--- src/rtl/tcce_pkg.sv ---
// shared types, constants and helpers for the text console cursor engine
// no dependencies; used by every rtl file of the block

package tcce_pkg;

    // default geometry, handed to the top level as parameter defaults
    localparam int COLUMNS_DEF  = 80;
    localparam int ROWS_DEF     = 25;
    localparam int TAB_STEP_DEF = 4;

    // fixed field widths of the ports
    localparam int OP_W    = 3;
    localparam int CHAR_W  = 8;
    localparam int COLOR_W = 8;
    localparam int ROW_W   = 5;
    localparam int COL_W   = 7;
    localparam int HEX_W   = 64;
    localparam int CELL_W  = 16;

    // colour byte after reset
    localparam logic [COLOR_W-1:0] TEXT_COLOR_RESET = 8'd11;

    // character codes with special meaning
    localparam logic [CHAR_W-1:0] CH_BACKSPACE = 8'd8;
    localparam logic [CHAR_W-1:0] CH_TAB       = 8'd9;
    localparam logic [CHAR_W-1:0] CH_NEWLINE   = 8'd10;
    localparam logic [CHAR_W-1:0] CH_SPACE     = 8'd32;
    localparam logic [CHAR_W-1:0] CH_ZERO      = 8'h30;
    localparam logic [CHAR_W-1:0] CH_X         = 8'h78;

    // hex print: "0x" plus sixteen digits
    localparam int HEX_CHARS = 18;
    localparam int HEX_CNT_W = 5;

    // opcodes on the input port
    localparam logic [OP_W-1:0] OPC_PUTC  = 3'd0;
    localparam logic [OP_W-1:0] OPC_PUTAT = 3'd1;
    localparam logic [OP_W-1:0] OPC_CLEAR = 3'd2;
    localparam logic [OP_W-1:0] OPC_READ  = 3'd3;
    localparam logic [OP_W-1:0] OPC_HEX   = 3'd4;
    localparam logic [OP_W-1:0] OPC_CR    = 3'd5;

    // command class decided by the front end
    typedef enum logic [2:0] {
        CMD_PUTC,
        CMD_PUTAT,
        CMD_CLEAR,
        CMD_READ,
        CMD_HEX,
        CMD_CR,
        CMD_NOP,
        CMD_REJECT
    } cmd_kind_t;

    // classified command held in the command queue
    typedef struct packed {
        cmd_kind_t            kind;
        logic [CHAR_W-1:0]    char_code;
        logic [COLOR_W-1:0]   cell_color;
        logic [ROW_W-1:0]     row;
        logic [COL_W-1:0]     col;
        logic [HEX_W-1:0]     hex_value;
    } cmd_t;

    // one result beat
    typedef struct packed {
        logic [CELL_W-1:0] read_data;
        logic [ROW_W-1:0]  cursor_row;
        logic [COL_W-1:0]  cursor_col;
        logic              status;
    } result_t;

    // back end controls toward the front end
    typedef struct packed {
        logic cmd_pop;
        logic init_busy;
    } back_ctl_t;

    // uppercase hex glyph of one nibble
    function automatic logic [CHAR_W-1:0] hex_glyph(input logic [3:0] nib);
        logic [CHAR_W-1:0] glyph;
        if (nib < 4'd10)
        begin
            glyph = CH_ZERO + {4'h0, nib};
        end
        else
        begin
            glyph = 8'h37 + {4'h0, nib};
        end
        return glyph;
    endfunction

endpackage

--- src/rtl/tcce_outq.sv ---
// result queue: holds finished results until the consumer pops them
// depends on tcce_pkg

module tcce_outq (
    input  logic                          clk,
    input  logic                          rst_n,
    input  logic                          res_push,
    input  tcce_pkg::result_t             res_in,
    output logic                          res_space,
    output logic                          empty,
    input  logic                          pop,
    output logic [tcce_pkg::CELL_W-1:0]   read_data,
    output logic [tcce_pkg::ROW_W-1:0]    cursor_row,
    output logic [tcce_pkg::COL_W-1:0]    cursor_col,
    output logic                          status
);

    tcce_pkg::result_t entry_reg [2];
    tcce_pkg::result_t head;
    logic              take;
    logic              wr_ptr_reg;
    logic              wr_ptr_next;
    logic              rd_ptr_reg;
    logic              rd_ptr_next;
    logic [1:0]        count_reg;
    logic [1:0]        count_next;

    // head of queue drives the result ports
    assign head       = entry_reg[rd_ptr_reg];
    assign read_data  = head.read_data;
    assign cursor_row = head.cursor_row;
    assign cursor_col = head.cursor_col;
    assign status     = head.status;
    assign empty      = (count_reg == 2'd0);
    assign res_space  = (count_reg != 2'd2);
    assign take       = pop && !empty;

    // pointer and fill count update
    always_comb
    begin
        wr_ptr_next = res_push ? ~wr_ptr_reg : wr_ptr_reg;
        rd_ptr_next = take ? ~rd_ptr_reg : rd_ptr_reg;
        count_next  = count_reg;
        if (res_push && !take)
        begin
            count_next = count_reg + 2'd1;
        end
        else if (take && !res_push)
        begin
            count_next = count_reg - 2'd1;
        end
    end

    always_ff @(posedge clk or negedge rst_n)
    begin
        if (!rst_n)
        begin
            wr_ptr_reg <= 1'b0;
            rd_ptr_reg <= 1'b0;
            count_reg  <= 2'd0;
        end
        else
        begin
            wr_ptr_reg <= wr_ptr_next;
            rd_ptr_reg <= rd_ptr_next;
            count_reg  <= count_next;
        end
    end

    // queue storage
    always_ff @(posedge clk)
    begin
        if (res_push)
        begin
            entry_reg[wr_ptr_reg] <= res_in;
        end
    end

endmodule

--- config.mk ---
export PLATFORM = sky130hd
export DESIGN_NAME = tcce_outq
export DESIGN_NICKNAME = d
export VERILOG_FILES = /design/src/rtl/tcce_pkg.sv /design/src/rtl/tcce_outq.sv
export SDC_FILE = /design/constraint.sdc
export NUM_CORES = 1
export LEC_CHECK = 0
export BUFFER_PORTS_ARGS = -buffer_cell sky130_fd_sc_hd__buf_2
export CORE_UTILIZATION = 49
export CTS_BUF_LIST = sky130_fd_sc_hd__clkbuf_4 sky130_fd_sc_hd__clkbuf_8
export DETAILED_ROUTE_END_ITERATION = 16
export GPL_TIMING_DRIVEN = 0
export PLACE_DENSITY = 0.87
export SYNTH_ARGS = -nofsm -noshare
export SYNTH_HDL_FRONTEND = slang
export SYNTH_SLANG_ARGS = --single-unit
export TNS_END_PERCENT = 5
--- constraint.sdc ---
create_clock -name clk -period 2.2 [get_ports clk]
set_clock_uncertainty 0.1 [all_clocks]
set_input_delay 0.44 -clock clk [delete_from_list [all_inputs] [get_ports clk]]
set_output_delay 0.44 -clock clk [all_outputs]
set_load 0.01 [all_outputs]
==> results by group <==
Yosys
  • Post-synthesis compound-gate area fraction: less than 1%
  • Synth area leader: edfxtp_1
  • Most instantiated cells after synthesis: edfxtp_1, mux2_4, dfrtp_1
  • Multiplexer share of the synthesized area: between 10% and 20%
  • Most common cell in the netlist: edfxtp_1
  • Synth Area in Adders: 0.522%
  • Ys async rst share: under 10%
  • Area fraction of the dominant cell type after synthesis: between 70% and 80%
  • Synth unique cells: 12
  • Syn. warnings: 0
  • Ys flop type: edfxtp_1
  • Seq cells post-synth: slightly above 60
  • Top cells by area, synth: edfxtp_1, mux2_4, dfrtp_1
  • Largest family of logic cells by synthesized area: multiplexers
  • Seq/Total Area, Yosys: between 70% and 80%
  • Synthesized area per cell: 22.6 sq um
  • Mapped cell area: around 0.0024 sq mm
  • Synth Area in Simple Gates: under 10%
  • Post-synth EDFFs: 58
  • Cell count after synthesis: approximately 110
  • Syn Nets: 140
  • Post-Synth XOR/XNOR Area: 1.83%

Clock network
  • Clock Latency Late Sink: approximately 0.32 ns
  • CTS Sinks: 62
  • CTS tree: done
  • Clock buffer depth: 2
  • Setup Buffers After CTS: 0
  • CTS H-Tree Depth: 3
  • TritonCTS Buffers: 9
  • Root buffer cell: clkbuf_8
  • CTS resizes: 0
  • Hold buffers post-CTS: 1
  • Clock transition at path regs: 0.06 ns

Route
  • WL final: 3.88 mm
  • DRC: 1
  • DRT iter0 DRCs: 38
  • Antenna Violating Nets Remaining: 0
  • Max Used Layer: met4
  • Met2 WL: ~2.0 mm
  • Via Count: 1207
  • Met3 WL: 227 um
  • Vias per cell: about 4.8
  • Routed len/inst: 15.4 um
  • Pre-antenna DRT Iters: 11
  • M1 WL: about 1.6 mm

Floorplan
  • Core footprint: approximately 0.0047 sq mm
  • Die footprint: a little over 0.005 sq mm
  • Cell row count: 25
  • Initial Utilization: about half
  • Die Y: around 70 um
  • Horiz. Die Dim: 72.0 um
  • Ports: 64

Timing
  • Achievable frequency: approximately 510 MHz
  • Post-route minimum period: 1.95 ns
  • Worst-margin pin slew: about 0.8 ns
  • Rel. slew slack: a little under half
  • Pins Over Slew Limit: 0
  • Hold Fails Final Rpt: 0
  • Period utilisation layout: around 89%
  • # setup viols final: 0
  • Unrepaired setup endpoints after global routing: false

Worst setup path
  • CP Max Fanout: 10
  • CP endpoint kind: output port
  • CP peak stage delay: roughly 0.42 ns
  • Setup slack, reg-to-reg: between 0.6 and 0.7 ns
  • Worst Path Arrival: around 1.4 ns
  • Worst-path cell chain: buf_6 -> mux2_4 -> buf_2
  • Crit Path Class: reg2out
  • Startpoint Class: flop
  • CP required: between 1.5 and 2 ns
  • Crit-path slowest cell: dfrtp_1

Layout
  • Final std cells w/o fill: roughly 250
  • Post-Layout Inst Area: approximately 0.003 sq mm
  • Fillers: 336
  • Largest register FFs: 58
  • Layout Nets: around 220
  • Fin util: ~63%
  • P&R area growth vs syn: 24.8%
  • Layout cells sized above 1: about three fifths
  • Number of antenna diodes: 0

Outcome
  • Violations in the final reports: DRC
  • Outcome: finished, violations left

Placed design
  • I/O Buffers: 63
  • Post-placement cell area: between 0.002 and 0.003 sq mm
  • Placed instance count: between 200 and 250
  • Placer's final routability congestion estimate: around 0.64

Power
  • Max VDD drop: between 0.7 and 0.8 mV
  • P per Cell Area: between 1000 and 1500 mW/mm^2
  • Leakage: 1.23 nW

Global route
  • Vias in the first global route: between 1000 and 1500
  • Initial antenna violation count: 0
  • GRT Total Usage: 16.5%
  • Largest net degree at the start of global routing: 30
  • First-pass GRT wire length: just under 6 mm
  • Total gr overflow: 0

Hold path
  • HP Class: in2reg

Job
  • Max-cap violations: 0
## through the flow
stage	total power, mW	setup WS (ns)	setup TNS [ns]	hold slack, ns
finish	3.83	0.253	0	0.200
global route	4.02	0.184	0	0.180
floorplan	2.57	0.459	0	0.0444
global placement	2.91	0.00338	0	0.145
CTS	3.87	0.0968	0	0.184
detailed placement	2.98	-0.0795	-2.26	0.155
## per-layer routing
metal / global-route usage [%] / vias to the layer above
met5: 0 / -
met2: 26.7 / 50
met3: 5.83 / 8
met1: 18.0 / 586
li1: - / 563
met4: 12.4 / 0
## critical path, delay by kind of cell, from the launching register on
kind | cells | cell delay [ns]
flops | 1 | 0.42
buf+inv | 2 | 0.34
mux | 1 | 0.32
## cell type report
class | instances | area, sq um | share of cell area [%]
Multi-Input combinational cell | 41 | 532 | 17.8
Clock inverter | 6 | 53.8 | 1.80
Timing Repair Buffer | 64 | 325 | 10.9
Tap cell | 67 | 83.8 | 2.80
Buffer | 3 | 33.8 | 1.13
Clock buffer | 9 | 124 | 4.14
Sequential cell | 62 | 1840 | 61.5
## cell families after synthesis
kind of cell	count (synthesis)
multiplexers	29
adder cells (fa/ha/maj)	1
flip-flops	62
AO/OA/AOI/OAI	1
AND/OR/NAND/NOR	5
XOR/XNOR	5
buffers and inverters	3
## report_power, final
part | leakage [nW] | switching (mW) | internal, mW | total, mW
Clock | 0.0876 | 0.395 | 0.502 | 0.897
Combinational | 0.552 | 0.581 | 0.665 | 1.25
Sequential | 0.591 | 0.103 | 1.58 | 1.68
Total | 1.23 | 1.08 | 2.75 | 3.83
## layout by cell type (no fill, tap or decap)
master / netlist / final
and2_2: 0 / 1
buf_2: 0 / 63
buf_6: 3 / 3
bufinv_16: 0 / 1
clkbuf_8: 0 / 9
clkinv_1: 0 / 3
clkinv_2: 0 / 1
clkinvlp_4: 0 / 1
dfrtp_1: 4 / 4
dlygate4sd3_1: 0 / 1
edfxtp_1: 58 / 58
ha_1: 1 / 1
mux2_4: 29 / 29
nand2b_1: 1 / 1
nor2_1: 2 / 2
nor2b_4: 0 / 1
o21ai_1: 1 / 1
xnor2_1: 2 / 2
xor2_1: 3 / 3
## path summary, 6_finish.rpt
check,to,startpoint,cells after the start
min in group asynchronous,count_reg[1]$_DFFE_PN0P_,rst_n,2
worst max-delay path,read_data[15],rd_ptr_reg$_DFFE_PN0P_,3
worst max register to register,entry_reg[0][21]$_DFFE_PP_,wr_ptr_reg$_DFFE_PN0P_,1
worst min register to register,count_reg[1]$_DFFE_PN0P_,count_reg[1]$_DFFE_PN0P_,1
max in group asynchronous,count_reg[0]$_DFFE_PN0P_,rst_n,2
worst min-delay path,entry_reg[1][8]$_DFFE_PP_,res_in[8],1
(Power assumes the default switching activity.)
