File: config.mk
export PLATFORM = sky130hd
export DESIGN_NAME = tcce_front
export DESIGN_NICKNAME = d
export VERILOG_FILES = /design/src/rtl/tcce_pkg.sv /design/src/rtl/tcce_front.sv
export SDC_FILE = /design/constraint.sdc
export NUM_CORES = 1
export LEC_CHECK = 0
export BUFFER_PORTS_ARGS = -buffer_cell sky130_fd_sc_hd__buf_2
export CAP_MARGIN = 20
export CORE_ASPECT_RATIO = 0.7
export CORE_UTILIZATION = 47
export DETAILED_ROUTE_END_ITERATION = 6
export HOLD_SLACK_MARGIN = 0.08
export PLACE_DENSITY = 0.75
export SLEW_MARGIN = 5
export SYNTH_ARGS = -nofsm -noshare
export SYNTH_HDL_FRONTEND = slang
export SYNTH_SLANG_ARGS = --single-unit
File: constraint.sdc
create_clock -name clk -period 4.65 [get_ports clk]
set_input_delay 0.93 -clock clk [delete_from_list [all_inputs] [get_ports clk]]
set_output_delay 0.93 -clock clk [all_outputs]
set_load 0.05 [all_outputs]
File: src/rtl/tcce_pkg.sv
// shared types, constants and helpers for the text console cursor engine
// no dependencies; used by every rtl file of the block

package tcce_pkg;

    // default geometry, handed to the top level as parameter defaults
    localparam int COLUMNS_DEF  = 80;
    localparam int ROWS_DEF     = 25;
    localparam int TAB_STEP_DEF = 4;

    // fixed field widths of the ports
    localparam int OP_W    = 3;
    localparam int CHAR_W  = 8;
    localparam int COLOR_W = 8;
    localparam int ROW_W   = 5;
    localparam int COL_W   = 7;
    localparam int HEX_W   = 64;
    localparam int CELL_W  = 16;

    // colour byte after reset
    localparam logic [COLOR_W-1:0] TEXT_COLOR_RESET = 8'd11;

    // character codes with special meaning
    localparam logic [CHAR_W-1:0] CH_BACKSPACE = 8'd8;
    localparam logic [CHAR_W-1:0] CH_TAB       = 8'd9;
    localparam logic [CHAR_W-1:0] CH_NEWLINE   = 8'd10;
    localparam logic [CHAR_W-1:0] CH_SPACE     = 8'd32;
    localparam logic [CHAR_W-1:0] CH_ZERO      = 8'h30;
    localparam logic [CHAR_W-1:0] CH_X         = 8'h78;

    // hex print: "0x" plus sixteen digits
    localparam int HEX_CHARS = 18;
    localparam int HEX_CNT_W = 5;

    // opcodes on the input port
    localparam logic [OP_W-1:0] OPC_PUTC  = 3'd0;
    localparam logic [OP_W-1:0] OPC_PUTAT = 3'd1;
    localparam logic [OP_W-1:0] OPC_CLEAR = 3'd2;
    localparam logic [OP_W-1:0] OPC_READ  = 3'd3;
    localparam logic [OP_W-1:0] OPC_HEX   = 3'd4;
    localparam logic [OP_W-1:0] OPC_CR    = 3'd5;

    // command class decided by the front end
    typedef enum logic [2:0] {
        CMD_PUTC,
        CMD_PUTAT,
        CMD_CLEAR,
        CMD_READ,
        CMD_HEX,
        CMD_CR,
        CMD_NOP,
        CMD_REJECT
    } cmd_kind_t;

    // classified command held in the command queue
    typedef struct packed {
        cmd_kind_t            kind;
        logic [CHAR_W-1:0]    char_code;
        logic [COLOR_W-1:0]   cell_color;
        logic [ROW_W-1:0]     row;
        logic [COL_W-1:0]     col;
        logic [HEX_W-1:0]     hex_value;
    } cmd_t;

    // one result beat
    typedef struct packed {
        logic [CELL_W-1:0] read_data;
        logic [ROW_W-1:0]  cursor_row;
        logic [COL_W-1:0]  cursor_col;
        logic              status;
    } result_t;

    // back end controls toward the front end
    typedef struct packed {
        logic cmd_pop;
        logic init_busy;
    } back_ctl_t;

    // uppercase hex glyph of one nibble
    function automatic logic [CHAR_W-1:0] hex_glyph(input logic [3:0] nib);
        logic [CHAR_W-1:0] glyph;
        if (nib < 4'd10)
        begin
            glyph = CH_ZERO + {4'h0, nib};
        end
        else
        begin
            glyph = 8'h37 + {4'h0, nib};
        end
        return glyph;
    endfunction

endpackage

File: src/rtl/tcce_front.sv
// front end: classifies input beats and queues them for the back end
// depends on tcce_pkg

module tcce_front #(
    parameter int COLUMNS = tcce_pkg::COLUMNS_DEF,
    parameter int ROWS    = tcce_pkg::ROWS_DEF
) (
    input  logic                          clk,
    input  logic                          rst_n,
    input  logic                          push,
    output logic                          full,
    input  logic [tcce_pkg::OP_W-1:0]     opcode,
    input  logic [tcce_pkg::CHAR_W-1:0]   char_code,
    input  logic [tcce_pkg::COLOR_W-1:0]  cell_color,
    input  logic [tcce_pkg::ROW_W-1:0]    target_row,
    input  logic [tcce_pkg::COL_W-1:0]    target_col,
    input  logic [tcce_pkg::HEX_W-1:0]    hex_value,
    output tcce_pkg::cmd_t                cmd,
    output logic                          cmd_avail,
    input  tcce_pkg::back_ctl_t           back_ctl
);

    tcce_pkg::cmd_t cmd_in;
    logic           on_screen;
    logic           accept;
    logic           pop;

    tcce_pkg::cmd_t entry_reg [2];
    logic           wr_ptr_reg;
    logic           wr_ptr_next;
    logic           rd_ptr_reg;
    logic           rd_ptr_next;
    logic [1:0]     count_reg;
    logic [1:0]     count_next;

    // position check against the screen size
    assign on_screen = ({1'b0, target_row} < 6'(ROWS)) && ({1'b0, target_col} < 8'(COLUMNS));

    // classify the beat
    always_comb
    begin
        cmd_in.char_code  = char_code;
        cmd_in.cell_color = cell_color;
        cmd_in.row        = target_row;
        cmd_in.col        = target_col;
        cmd_in.hex_value  = hex_value;
        case (opcode)
            tcce_pkg::OPC_PUTC:  cmd_in.kind = tcce_pkg::CMD_PUTC;
            tcce_pkg::OPC_PUTAT: cmd_in.kind = on_screen ? tcce_pkg::CMD_PUTAT : tcce_pkg::CMD_REJECT;
            tcce_pkg::OPC_CLEAR: cmd_in.kind = tcce_pkg::CMD_CLEAR;
            tcce_pkg::OPC_READ:  cmd_in.kind = on_screen ? tcce_pkg::CMD_READ : tcce_pkg::CMD_REJECT;
            tcce_pkg::OPC_HEX:   cmd_in.kind = tcce_pkg::CMD_HEX;
            tcce_pkg::OPC_CR:    cmd_in.kind = tcce_pkg::CMD_CR;
            default:             cmd_in.kind = tcce_pkg::CMD_NOP;
        endcase
    end

    // queue handshake, held full while the screen is cleared after reset
    assign full      = (count_reg == 2'd2) || back_ctl.init_busy;
    assign accept    = push && !full;
    assign pop       = back_ctl.cmd_pop;
    assign cmd       = entry_reg[rd_ptr_reg];
    assign cmd_avail = (count_reg != 2'd0);

    // pointer and fill count update
    always_comb
    begin
        wr_ptr_next = accept ? ~wr_ptr_reg : wr_ptr_reg;
        rd_ptr_next = pop ? ~rd_ptr_reg : rd_ptr_reg;
        count_next  = count_reg;
        if (accept && !pop)
        begin
            count_next = count_reg + 2'd1;
        end
        else if (pop && !accept)
        begin
            count_next = count_reg - 2'd1;
        end
    end

    always_ff @(posedge clk or negedge rst_n)
    begin
        if (!rst_n)
        begin
            wr_ptr_reg <= 1'b0;
            rd_ptr_reg <= 1'b0;
            count_reg  <= 2'd0;
        end
        else
        begin
            wr_ptr_reg <= wr_ptr_next;
            rd_ptr_reg <= rd_ptr_next;
            count_reg  <= count_next;
        end
    end

    // queue storage
    always_ff @(posedge clk)
    begin
        if (accept)
        begin
            entry_reg[wr_ptr_reg] <= cmd_in;
        end
    end

endmodule

==> results of run 1 <==
## cells in the mapped netlist
cell type / number
buf_6: 1
a21boi_0: 1
a21oi_1: 1
and3_1: 1
inv_1: 7
nor2_1: 2
xnor2_1: 3
buf_12: 4
nand2_1: 2
o21ai_0: 1
edfxtp_1: 190
o311ai_0: 1
mux2_4: 40
mux2_2: 55
buf_2: 5
a21o_1: 1
o211ai_1: 1
ha_1: 1
xor2_1: 2
buf_8: 1
a31o_2: 1
dfrtp_1: 4
## area by class of cell
| class | count | area share (%) |
|---|---|---|
| sequential | 194 | 64.0 |
| timing repair buffer | 201 | 11.4 |
| multi-input combinational | 113 | 15.0 |
| clock buffer | 18 | 4.73 |
| clock inverter | 14 | 1.96 |
| inverter | 7 | 0.289 |
| tap | 195 | 2.69 |
## logic make-up (layout without fill, tap and decap cells)
| logic type | count (synthesis) | after routing | synth area share, % |
|---|---|---|---|
| AO/OA/AOI/OAI | 7 | 7 | 0.685 |
| multiplexers | 95 | 95 | 16.7 |
| AND/OR/NAND/NOR | 5 | 5 | 0.291 |
| flip-flops | 194 | 194 | 79.4 |
| XOR/XNOR | 5 | 5 | 0.599 |
| adder cells (fa/ha/maj) | 1 | 1 | 0.171 |
| buffers and inverters | 18 | 240 | 2.16 |
## report_power, final
part	internal (mW)	switching (mW)	leakage [nW]	total (mW)
clock network	0.855	0.625	0.291	1.48
registers	2.18	0.159	1.78	2.34
logic	0.700	1.55	1.44	2.25
## critical path: stages (launching register included)
cell and delay [ns]:
dfrtp_4 0.93, buf_12 0.39, mux2_2 0.39, buf_2 0.21
## path summary, 6_finish.rpt
path	slack, ns	from	to	cells past startpoint
hold reg to reg	0.56	count_reg[0]	count_reg[0]	1
hold / removal	0.30	rst_n	rd_ptr_reg	1
max in group asynchronous	4.21	rst_n	rd_ptr_reg	1
setup reg to reg	2.28	count_reg[0]	entry_reg[1][93]	4
setup / recovery	1.32	rd_ptr_reg	cmd[37]	3
min in group clk	0.56	count_reg[0]	count_reg[0]	1
## stage by stage
stage	instances	util [%]	total power, mW	area [um2]	setup slack (ns)
6_report	742	60.7	6.06	9080	1.32
5_1_grt	742	60.7	6.28	9080	1.21
4_1_cts	742	60.7	6.13	9080	1.26
3_5_place_dp	710	56.6	4.65	8470	1.72
3_3_place_gp	710	56.6	4.61	8470	1.79
2_1_floorplan	325	-	4.26	7310	0.611
## layer usage
layer	vias up	GRT usage (%)	wire (um)
met4	0	6.86	193
li1	1696	-	-
met1	1796	21.9	5680
met5	-	0	0
met3	15	5.24	1050
met2	136	26.1	6160
## cells in the final DEF (no fill, tap or decap), types with 2 or more instances in the layout
cell	n
buf_4	4
clkbuf_16	17
nand2_1	2
edfxtp_1	190
inv_6	3
clkinv_4	3
bufinv_16	3
dfrtp_1	3
buf_2	196
clkinvlp_4	2
xnor2_1	3
mux2_4	40
inv_1	7
xor2_1	2
mux2_2	55
==> impl_metrics.toml, run 1 <==
[worst_setup_path]
arrival_ns = 2.40
critPathLaunchType = "flip-flop"
worstPathRequired_ns = 3.72
critPathKind = "flip-flop to output port"
crit_path_end_kind = "output port"
worstPathMaxFanout = 50

[synthesis]
synth_seq_cells = 194
synthCells = 325
ys_seq_area_share_pct = 79.4
synthesis.area_um2 = 7310
synth_cell_types = 22
syn_area_per_cell_um2 = 22.5
yosys.area.top_type = "edfxtp_1"
synth_top_area_share_pct = 78.0
ys_warn_count = 0
yosys-top-cells-area = "edfxtp_1, mux2_2, mux2_4"
syn_nets = 426

[floorplanning]
die_x_um = 151
io_pins = 197
start_util_pct = 48.9
fp.dieH_um = 106
core.rowCount = 37
core_area_um2 = 15000
die-area_um2 = 16100

[power_and_ir_drop]
vdd_drop_max_mv = 0.460
p_leak_nw = 3.51
powerDensity_nw_per_um2 = 668

[timing]
worst_pin_slew_ns = 0.793
final.period_utilization_pct = 71.6
setup_viol = 0
holdWs_ns = 0.305
clock_skew_ns = 0.00893
hold_viol = 0
maxSlewViolCount = 0
layout_min_cycle_time_ns = 3.33
clock.fmax_mhz = 300
setup_tns_ns = 0
rsz0062_at_grt = "no"
relSlewSlack_pct = 47.1

[clocking]
htree_levels = 4
clock_sinks = 194
post_cts_buffers = 0
cts_made_buffers = 17
clk_pin_slew_ns = 0.06
cts-root-buf = "clkbuf_16"
tritoncts = "done"
postCtsHoldBufs = 0
ctsLongestPathBuffers = 2
cts.repair.resized = 0
clock_latency_ns = 0.42

[route]
routedWlPerCell_um = 17.6
ant_nets = 0
drtPass1Iterations = 4
route.vias.total = 3643
via_per_inst = 4.91
drc = 0
totalWireLength_um = 13100
initialDrtViolationCount = 166

[finish]
antenna_cells = 0
area_delta_synth_final_pct = 24.2
multi_input_area_um2 = 1360
drive_above_1_share_pct = 60.3
seqCellArea_um2 = 5810
largest_reg_flops = 190
final_nets = 635
nFillCells = 1115

[grt]
grt_pass1_wl_um = 19700
grt_overflow = 0
grt_max_degree = 51
grt_usage_pct = 16.8
antenna_found_initial = 0
grt_pass1_vias = 3813

[place]
dpl.hpwl_um = 8780
gp_congestion = 0.737
port-buffer-count = 196

[status]
status = "complete, no violations"

[min_path]
holdCritPathClass = "input pin to async pin"

[run]
max_cap_viol_count = 0
(Power assumes the default switching activity.)
==> run 2, diff against run 1 <==
Settings changed: ABC_AREA from default to 1.
Clock period 4.65 ns to 2.9 ns, I/O delays scaled along.
==> impl_metrics.toml, run 2 <==
[status]
status = "complete, no violations"

[synthesis]
yosys.area.top_type = "edfxtp_1"
ys_seq_area_share_pct = 79.2
ys_warn_count = 0
syn_area_per_cell_um2 = 21.9
syn_nets = 436
synthesis.area_um2 = 7330
yosys-top-cells-area = "edfxtp_1, mux2_2, mux2_4"
synthCells = 335
synth_most_common_cell = "edfxtp_1"
synth-async-reset-ratio_pct = 2.06
synth_common_cells = "edfxtp_1, mux2_2, mux2_4, nand2_1, inv_1"
synth_cell_types = 19
synth_top_area_share_pct = 77.9
synth_edf_count = 190
synth_ff_type = "edfxtp_1"
synth_seq_cells = 194

[timing]
hold_viol = 0
maxSlewViolCount = 0
rsz0062_at_grt = "no"
clock_skew_ns = 0.0103
layout_min_cycle_time_ns = 2.61
setup_viol = 0
relSlewSlack_pct = 66.0
worst_pin_slew_ns = 0.509
clock.fmax_mhz = 383
final.period_utilization_pct = 90.0

[power_and_ir_drop]
vdd_drop_max_mv = 0.535
powerDensity_nw_per_um2 = 1050
p_leak_nw = 3.52
p_total_mw = 9.48

[clocking]
post_cts_buffers = 0
tritoncts = "done"
clk_pin_slew_ns = 0.06
cts-root-buf = "clkbuf_16"
clock_latency_ns = 0.41
cts.repair.resized = 0
clock_sinks = 194
htree_levels = 4
cts_made_buffers = 17
ctsLongestPathBuffers = 2

[finish]
final_core_util_pct = 60.7
final_nets = 647
seqCellArea_um2 = 5810
largest_reg_flops = 190
layout_common_cells = "buf_2, edfxtp_1, mux2_2"
area_delta_synth_final_pct = 23.8
drive_above_1_share_pct = 58.3
nFillCells = 1104
layout.cells.non_filler = 753
final_common_cell = "buf_2"
multi_input_area_um2 = 1370

[floorplanning]
fp.dieH_um = 106
io_pins = 197
core_area_um2 = 15000
start_util_pct = 49.0
die-area_um2 = 16100
core.rowCount = 37
die_x_um = 151

[worst_setup_path]
worstPathRequired_ns = 2.32
arrival_ns = 2.03
critPathKind = "flip-flop to output port"
critPathLaunchType = "flip-flop"
crit_path_end_kind = "output port"
worstPathMaxFanout = 38

[run]
max_cap_viol_count = 0

[place]
port-buffer-count = 196
gp_congestion = 0.713
dpl.hpwl_um = 8650
dp.cells = 721

[min_path]
holdCritPathClass = "input pin to flip-flop"

[route]
drtPass1Iterations = 4
routedWlPerCell_um = 17.0
initialDrtViolationCount = 166
drc = 0
ant_nets = 0
totalWireLength_um = 12800
via_per_inst = 4.85
route.vias.total = 3652

[grt]
grt_pass1_wl_um = 19000
grt_pass1_vias = 3740
antenna_found_initial = 1
grt_usage_pct = 16.2
grt_overflow = 0
grt_max_degree = 59
==> run 2: changes by cell type in the layout (fill, tap and decap cells not counted), moves of 2 or more <==
cell and delta:
clkinv_1 +2, xnor2_1 -2, buf_12 +3, clkinv_4 -3
nand3_1 +2, bufinv_16 -2, nand2_1 +9, buf_4 -2
inv_1 +3, clkbuf_1 +2
==> run 2: path summary, 6_finish.rpt <==
check	startpoint	endpoint	slack, ns	cells past startpoint
max in group asynchronous	rst_n	rd_ptr_reg	2.24	2
setup / recovery	rd_ptr_reg	cmd[25]	0.29	3
hold reg to reg	count_reg[0]	count_reg[0]	0.52	1
min in group asynchronous	rst_n	wr_ptr_reg	0.51	2
hold / removal	hex_value[12]	entry_reg[1][12]	0.35	1
setup reg to reg	count_reg[0]	entry_reg[1][26]	1.01	5
==> run 2: kinds of logic after synthesis <==
group                      share of synthesized area, %
DFF                                                79.2
muxes                                              16.6
buffers and inverters                              2.30
and+or+nand+nor                                   0.939
xor gates and xnor gates                          0.478
AOI/OAI and AO/OA                                 0.239
adders and majority gates                         0.171
==> run 2: worst max-delay path, cell delays in order, from the launching register on <==
cell	delay, ns
dfrtp_4	0.67
buf_12	0.32
mux2_2	0.37
buf_2	0.21
==> run 2: cell type report <==
type / instances / area share [%]
clock inverters: 10 / 0.938
well taps: 195 / 2.69
inverters: 10 / 0.414
flip-flops and latches: 194 / 64.1
diodes: 1 / 0.0276
multi-input cells: 120 / 15.1
clock buffers: 20 / 4.81
repair buffers: 203 / 12.0
==> run 2: through the flow <==
| step | instance area [um2] | worst slack (ns) | hold slack (ns) | TNS, ns |
|---|---|---|---|---|
| final | 9070 | 0.290 | 0.352 | 0 |
| after global routing | 9070 | 0.188 | 0.318 | 0 |
| after CTS | 9070 | 0.243 | 0.323 | 0 |
| after detailed placement | 8540 | 0.708 | 0.395 | 0 |
| after global placement | 8540 | 0.716 | 0.397 | 0 |
| after floorplan | 7330 | -0.828 | 0.284 | -157.39 |
==> run 2: what timing repair did <==
item | CTS | global route
endpoints found under the setup margin | 0 | 0
hold buffers | 1 | 0
hold endpoints to repair | 4 | 0
==> run 2: where the power goes <==
group,switching (mW),total (mW),internal [mW]
sequential,0.160,3.65,3.49
clock,0.926,2.10,1.17
combinational,2.58,3.74,1.15
==> run 2: routing by layer <==
metal,global-route usage [%],vias up,wire (um)
met2,26.2,148,6060
li1,-,1720,-
met3,6.44,16,1120
met5,0,-,0
met4,5.14,0,137
met1,20.0,1768,5450
==> run 3, diff against run 2 <==
Settings changed: CELL_PAD_IN_SITES_DETAIL_PLACEMENT from default to 0, CELL_PAD_IN_SITES_GLOBAL_PLACEMENT from default to 1, CORE_UTILIZATION 47 to 40, PLACE_DENSITY 0.75 to default, PLACE_DENSITY_LB_ADDON from default to 0.1, SETUP_SLACK_MARGIN from default to 0.2.
==> impl_metrics.toml, run 3 (same netlist as run 2, synthesis figures left out) <==
[clocking]
cts.repair.resized = 0
cts_made_buffers = 17
cts-root-buf = "clkbuf_16"
ctsLongestPathBuffers = 2
clk_pin_slew_ns = 0.07
clock_latency_ns = 0.42
tritoncts = "done"
htree_levels = 4
clock_sinks = 194

[place]
port-buffer-count = 196
dpl.hpwl_um = 8830
gp_congestion = 0.723

[grt]
grt_overflow = 0
grt_pass1_wl_um = 19700
grt_usage_pct = 14.3
grt_max_degree = 71
grt_pass1_vias = 3611
antenna_found_initial = 1

[worst_setup_path]
cp_slowest_cell = "dfrtp_4"
arrival_ns = 1.90
worstPathRequired_ns = 2.32
worst_path_largest_cell_delay_ns = 0.56
path_cells = "buf_4 -> mux2_2 -> buf_2"
crit_path_end_kind = "output port"
critPathKind = "flip-flop to output port"
worstPathMaxFanout = 19
critPathLaunchType = "flip-flop"

[timing]
layout_min_cycle_time_ns = 2.48
clock.fmax_mhz = 403
hold_viol = 0
maxSlewViolCount = 0
setup_tns_ns = 0
setup_viol = 0
final.period_utilization_pct = 85.5
rsz0062_at_grt = "no"
worst_pin_slew_ns = 0.510
clock_skew_ns = 0.00935
relSlewSlack_pct = 66.0

[finish]
area_delta_synth_final_pct = 25.9
drive_above_1_share_pct = 59.5
final_common_cell = "buf_2"
final_nets = 649
largest_reg_flops = 190
multi_input_area_um2 = 1370
nFillCells = 1533
seqCellArea_um2 = 5810
final_core_util_pct = 51.4
layout_common_cells = "buf_2, edfxtp_1, mux2_2"

[power_and_ir_drop]
powerDensity_nw_per_um2 = 1060
p_sw_share_pct = 39.0
vdd_drop_max_mv = 0.483
p_clk_share_pct = 24.1
p_seq_share_pct = 36.8
intPower_mw = 5.98
p_switching_mw = 3.83
p_comb_share_pct = 39.1
p_leak_nw = 3.57

[run]
max_cap_viol_count = 0

[min_path]
holdCritPathClass = "input pin to flip-flop"

[floorplanning]
core.rowCount = 41
io_pins = 197
fp.dieH_um = 115
die_x_um = 164
die-area_um2 = 18900
core_area_um2 = 18000
start_util_pct = 40.8

[route]
routedWlPerCell_um = 16.9
drtPass1Iterations = 4
drc = 0
initialDrtViolationCount = 199
ant_nets = 0
route.vias.total = 3646
totalWireLength_um = 13400
via_per_inst = 4.57

[status]
status = "complete, no violations"
## run 3: worst paths after layout
| kind | start | to | slack (ns) | cells past startpoint |
|---|---|---|---|---|
| min reg2reg | count_reg[0] | count_reg[0] | 0.48 | 1 |
| min | char_code[2] | entry_reg[1][86] | 0.34 | 1 |
| min in group asynchronous | rst_n | count_reg[0] | 0.50 | 2 |
| max | rd_ptr_reg | cmd[39] | 0.42 | 3 |
| max reg2reg | count_reg[0] | entry_reg[0][78] | 1.13 | 5 |
| max in group asynchronous | rst_n | rd_ptr_reg | 2.23 | 2 |
## run 3: layer usage
layer | routed length, um | vias up | global-route usage (%)
met5 | 0 | - | 0
met1 | 5860 | 1777 | 18.2
li1 | - | 1731 | -
met2 | 6320 | 127 | 22.7
met3 | 1140 | 11 | 5.41
met4 | 124 | 0 | 4.81
## run 3: worst max-delay path: cells and delay by family (launching register included)
kind     cells  cell delay, ns
buf+inv      2            0.52
mux          1            0.38
flops        1            0.56
## run 3: repair_timing
action,in CTS,in global routing
hold buffers,1,0
endpoints found under the setup margin,0,0
setup buffers,0,0
hold endpoints to repair,4,0
## run 3: area by class of cell
class / instances / share of cell area (%)
flip-flops and latches: 194 / 63.0
multi-input cells: 120 / 14.8
repair buffers: 205 / 12.1
clock buffers: 17 / 4.61
well taps: 236 / 3.20
clock inverters: 15 / 1.89
inverters: 10 / 0.407
diodes: 1 / 0.0271
## run 3: power by group through the flow
stage,clock [mW],sequential [mW],combinational (mW)
floorplan,0,3.63,3.20
global placement,0,3.66,3.87
detailed placement,0,3.67,3.88
CTS,2.43,3.61,3.89
global route,2.54,3.64,4.02
finish,2.36,3.61,3.84
## run 3: through the flow
step | setup slack (ns) | hold WS (ns) | cells | total power [mW] | cell area, um2
after floorplan | -0.828 | 0.284 | 335 | 6.83 | 7330
after global placement | 0.889 | 0.403 | 764 | 7.53 | 8610
after detailed placement | 0.854 | 0.409 | 764 | 7.55 | 8610
after CTS | 0.382 | 0.321 | 797 | 9.94 | 9220
after global routing | 0.333 | 0.316 | 797 | 10.2 | 9220
final | 0.419 | 0.343 | 798 | 9.80 | 9230
